[config.mk]
export PLATFORM = sky130hd
export DESIGN_NAME = ptc_ctrl
export DESIGN_NICKNAME = d
export VERILOG_FILES = /design/src/ptc_pkg.sv /design/src/ptc_ctrl.sv
export SDC_FILE = /design/constraint.sdc
export NUM_CORES = 1
export LEC_CHECK = 0
export ABC_AREA = 1
export BUFFER_PORTS_ARGS = -buffer_cell sky130_fd_sc_hd__clkbuf_2
export CAP_MARGIN = 20
export CELL_PAD_IN_SITES_DETAIL_PLACEMENT = 1
export CELL_PAD_IN_SITES_GLOBAL_PLACEMENT = 1
export CORE_MARGIN = 2
export CORE_UTILIZATION = 26
export CTS_CLUSTER_DIAMETER = 150
export DETAILED_ROUTE_END_ITERATION = 6
export PLACE_DENSITY = 0.76
export SYNTH_ARGS = -nofsm -noshare
export SYNTH_HDL_FRONTEND = slang
export SYNTH_SLANG_ARGS = --single-unit
[constraint.sdc]
create_clock -name clock -period 1.3 [get_ports clock]
set_input_delay 0.26 -clock clock [delete_from_list [all_inputs] [get_ports clock]]
set_output_delay 0.26 -clock clock [all_outputs]
set_load 0.01 [all_outputs]
[src/ptc_pkg.sv]
// Shared types and constants for the page translation block.
package ptc_pkg;

   localparam int VA_WIDTH  = 22;
   localparam int PA_WIDTH  = 18;
   localparam int PS_WIDTH  = 13;
   localparam int FC_WIDTH  = 7;
   localparam int CNT_WIDTH = 32;

   localparam int CSR_INDEX_WIDTH = 1;
   localparam int CSR_DATA_WIDTH  = 13;

   localparam logic [CSR_INDEX_WIDTH-1:0] CSR_PAGE_SIZE     = 1'b0;
   localparam logic [CSR_INDEX_WIDTH-1:0] CSR_FRAMES_IN_USE = 1'b1;

   localparam logic [PS_WIDTH-1:0] PAGE_SIZE_RESET = 13'd4096;
   localparam logic [FC_WIDTH-1:0] FRAMES_RESET    = 7'd64;

   localparam int DIV_STEPS = VA_WIDTH;
   localparam int DIV_CNT_WIDTH = $clog2(DIV_STEPS);

   localparam logic [CNT_WIDTH-1:0] CNT_MAX = '1;

   // Commands from the controller to the datapath.
   typedef struct packed {
      logic clr_write;
      logic accept;
      logic div_step;
      logic pt_rd_vpn;
      logic hit_update;
      logic fault_start;
      logic own_rd;
      logic pt_rd_owner;
      logic clear_ref;
      logic evict;
      logic take;
      logic out_load;
   } cmd_type;

   // Status from the datapath to the controller.
   typedef struct packed {
      logic clear_done;
      logic div_done;
      logic out_of_range;
      logic pt_valid;
      logic occupied;
      logic second_chance;
      logic rsp_busy;
   } status_type;

endpackage

[src/ptc_ctrl.sv]
// Sequencing state machine for translation, sweep and result hand-off.
module ptc_ctrl (
   input  logic                clock,
   input  logic                reset,
   input  logic                req_valid,
   output logic                req_ready,
   input  ptc_pkg::status_type status,
   output ptc_pkg::cmd_type    cmd
);
   import ptc_pkg::*;

   typedef enum logic [3:0] {
      ST_CLEAR, ST_IDLE, ST_DIV, ST_RANGE, ST_PT_CHECK, ST_SWEEP,
      ST_OWN_CHECK, ST_VIC_CHECK, ST_TAKE, ST_RESULT
   } state_type;

   state_type state_ff, state_in;

   always_comb begin
      state_in = state_ff;
      cmd      = '0;
      case (state_ff)
         ST_CLEAR: begin
            cmd.clr_write = 1'b1;
            if (status.clear_done) state_in = ST_IDLE;
         end
         ST_IDLE: begin
            if (req_valid) begin
               cmd.accept = 1'b1;
               state_in   = ST_DIV;
            end
         end
         ST_DIV: begin
            cmd.div_step = 1'b1;
            if (status.div_done) state_in = ST_RANGE;
         end
         ST_RANGE: begin
            if (status.out_of_range) begin
               state_in = ST_RESULT;
            end else begin
               cmd.pt_rd_vpn = 1'b1;
               state_in      = ST_PT_CHECK;
            end
         end
         ST_PT_CHECK: begin
            if (status.pt_valid) begin
               cmd.hit_update = 1'b1;
               state_in       = ST_RESULT;
            end else begin
               cmd.fault_start = 1'b1;
               state_in        = ST_SWEEP;
            end
         end
         ST_SWEEP: begin
            cmd.own_rd = 1'b1;
            state_in   = ST_OWN_CHECK;
         end
         ST_OWN_CHECK: begin
            if (!status.occupied) begin
               cmd.take = 1'b1;
               state_in = ST_RESULT;
            end else begin
               cmd.pt_rd_owner = 1'b1;
               state_in        = ST_VIC_CHECK;
            end
         end
         ST_VIC_CHECK: begin
            if (status.second_chance) begin
               cmd.clear_ref = 1'b1;
               state_in      = ST_SWEEP;
            end else begin
               cmd.evict = 1'b1;
               state_in  = ST_TAKE;
            end
         end
         ST_TAKE: begin
            cmd.take = 1'b1;
            state_in = ST_RESULT;
         end
         ST_RESULT: begin
            if (!status.rsp_busy) begin
               cmd.out_load = 1'b1;
               state_in     = ST_IDLE;
            end
         end
         default: state_in = ST_CLEAR;
      endcase
   end

   assign req_ready = (state_ff == ST_IDLE);

   always_ff @(posedge clock) begin
      if (reset) begin
         state_ff <= ST_CLEAR;
      end else begin
         state_ff <= state_in;
      end
   end
endmodule

==> impl_metrics.yaml <==
run_status:
  status: "complete, but fails checks"
  violations: "negative setup slack"
place:
  hpwlAfterDp_um: 1210
  portBuffers: 22
  gp_congestion: 0.743
layout:
  antenna_cells: 0
  synthToLayoutAreaGrowth_pct: 103
  reg_top3: "state_ff: 4 flops"
  finish.utilization_pct: 56.4
  largest_reg_flops: 4
  nets: 128
  final_cell_mix: "15 x buf_4, 13 x inv_1, 13 x clkbuf_2"
  drive_above_1_share_pct: 64.7
  layout_commonest_cell: "buf_4"
  largest-register: "state_ff"
sta:
  rsz0062_at_grt: "true"
  finalCritPeriodShare_pct: 112
  setup_violations: 15
  hold_violations: 0
  slew_headroom_pct: 83.0
  skew_ns: 0.00108
  fmax_mhz: 684
  maxSlewViolCount: 0
  totalNegativeSetupSlack_ns: -1.44
  period_needed_ns: 1.46
  setup_ws_ns: -0.162
  tightest_slew_ns: 0.254
yosys:
  syn_nets: 84
  ys_warn_count: 0
  synth_compound_area_share_pct: 13.4
  synth_seq_area_share_pct: 19.1
  synthCells: 74
  ys_seq_elements: 4
  synth.distinct_cells: 19
  yosys.area_share.simple_pct: 48.7
  synth_top_family_by_area: "simple AND/OR/NAND/NOR gates"
  syn_area_per_cell_sq_um: 5.66
  synth_fa_ha_area_share_pct: 0
  synthXorXnorAreaFrac_pct: 0
  syn-cell-area_sq_um: 419
  synth_mux_area_share_pct: 0
global_routing:
  grt_max_degree: 9
  grt_pass1_vias: 665
  grt_pass1_wl_um: 2990
  grtUsageTotal_pct: 21.4
  grt_overflow: 0
  antenna_found_initial: 0
cts:
  clk_pin_slew_ns: 0.04
  cts-root-buf: "clkbuf_4"
  htree_num_levels: 1
  clock_latency_ns: 0.23
  clock_sinks: 4
  cts_tree: "done"
  clk_path_buf_depth: 2
  cts_hold_buf: 0
  cts_buffers: 3
worst_setup_path:
  crit_arrival_ns: 1.20
  critPathMaxFanout: 6
  crit_type: "register to output pin"
  critPathLaunch: "state_ff[0]"
  start_kind: "register"
  crit_required_ns: 1.04
  cp-end-kind: "output pin"
  r2r-start: "state_ff[0]"
floorplan:
  pin_count: 23
  die_area_sq_um: 1950
  die_width_um: 44.2
  fp.dieH_um: 44.2
  fp-row-count: 14
  start_util_pct: 27.8
  core_sq_um: 1510
flow_run:
  max_cap_viol_count: 0
detailed_routing:
  ant_nets: 0
  wirelength_um: 2080
  drt_iter0_drc: 8
  wire_per_inst_um: 15.8
  num_vias: 669
  drt_first_pass_iters: 4
  via_per_inst: 5.07
  drc_errors: 0
worst_hold_path:
  hold_path.class: "input port to register"
  min-delay-start: "reset"
pwr:
  p_leak_nw: 0.475
  vdd_drop_max_uv: 875
  powerDensity_nw_per_um2: 1440
  p_total_w: 0.00122
-- per-layer routing --
metal	track usage, %	vias to the layer above	routed length, um
met5	0	-	0
met4	3.03	0	25
met3	7.76	4	110
met2	39.1	20	1100
met1	24.1	324	838
li1	-	321	-
-- final timing paths --
| kind | cells past startpoint | slack, ns | endpoint |
|---|---|---|---|
| max reg2reg | 7 | -0.02 | state_ff[0] |
| min | 2 | 0.25 | state_ff[1] |
| min reg2reg | 3 | 0.69 | state_ff[3] |
| max | 6 | -0.16 | cmd[10] |
-- timing repair --
action | 4_1_cts | 5_1_grt
cloned | 0 | 0
pin swaps | 6 | 9
gates resized for setup | 25 | 31
endpoints found under the setup margin | 15 | 15
buffers inserted | 8 | 8
-- critical path, cell delays in order, from the launching register on --
cell and delay (ns):
dfxtp_4 0.36, clkinv_4 0.07, nor2_4 0.13, buf_6 0.12
nand2_4 0.05, nor2_2 0.10, buf_2 0.14
-- cell families after synthesis --
logic type	count (synthesis)
flip-flops	4
AND/OR/NAND/NOR	43
AO/OA/AOI/OAI	8
buffers and inverters	19
-- report_power, final --
| group | internal (W) | total (W) | switching [W] |
|---|---|---|---|
| Sequential | 0.000168 | 0.000245 | 0.0000769 |
| Clock | 0.000103 | 0.000152 | 0.0000486 |
| Combinational | 0.000362 | 0.000827 | 0.000465 |
| Total | 0.000633 | 0.00122 | 0.000591 |
-- layout make-up --
type	instances	area, sq um
fillers	194	657
multi-input cells	51	369
repair buffers	40	263
flip-flops and latches	4	95.1
inverters	18	80.1
clock buffers	3	22.5
well taps	16	20.0
-- stage by stage --
stage	setup slack, ns	hold WS [ns]	area [sq um]	cells
after CTS	-0.176	0.244	718	124
after global routing	-0.216	0.258	850	132
after detailed placement	-0.0636	0.495	553	113
after floorplan	0.0971	0.329	419	74
final	-0.162	0.247	850	132
after global placement	0.0166	0.495	553	113
-- synth_stat cells --
master	count	share of area (%)
nor2_4	1	2.7
dfxtp_1	4	19
o31ai_2	1	3.0
nand2_2	1	1.5
nor2_1	11	9.9
nor2_2	3	4.5
nand2_1	15	13
inv_2	3	2.7
a21oi_1	3	3.6
nor4_1	1	1.5
nand3_1	8	9.6
nand3b_1	1	1.8
o21ai_1	1	1.2
nand4_1	1	1.5
a41oi_1	1	2.1
buf_6	1	2.7
nor3_2	1	2.4
o211ai_1	2	3.6
inv_1	15	13
No activity file was read; power rests on OpenSTA's default activity.
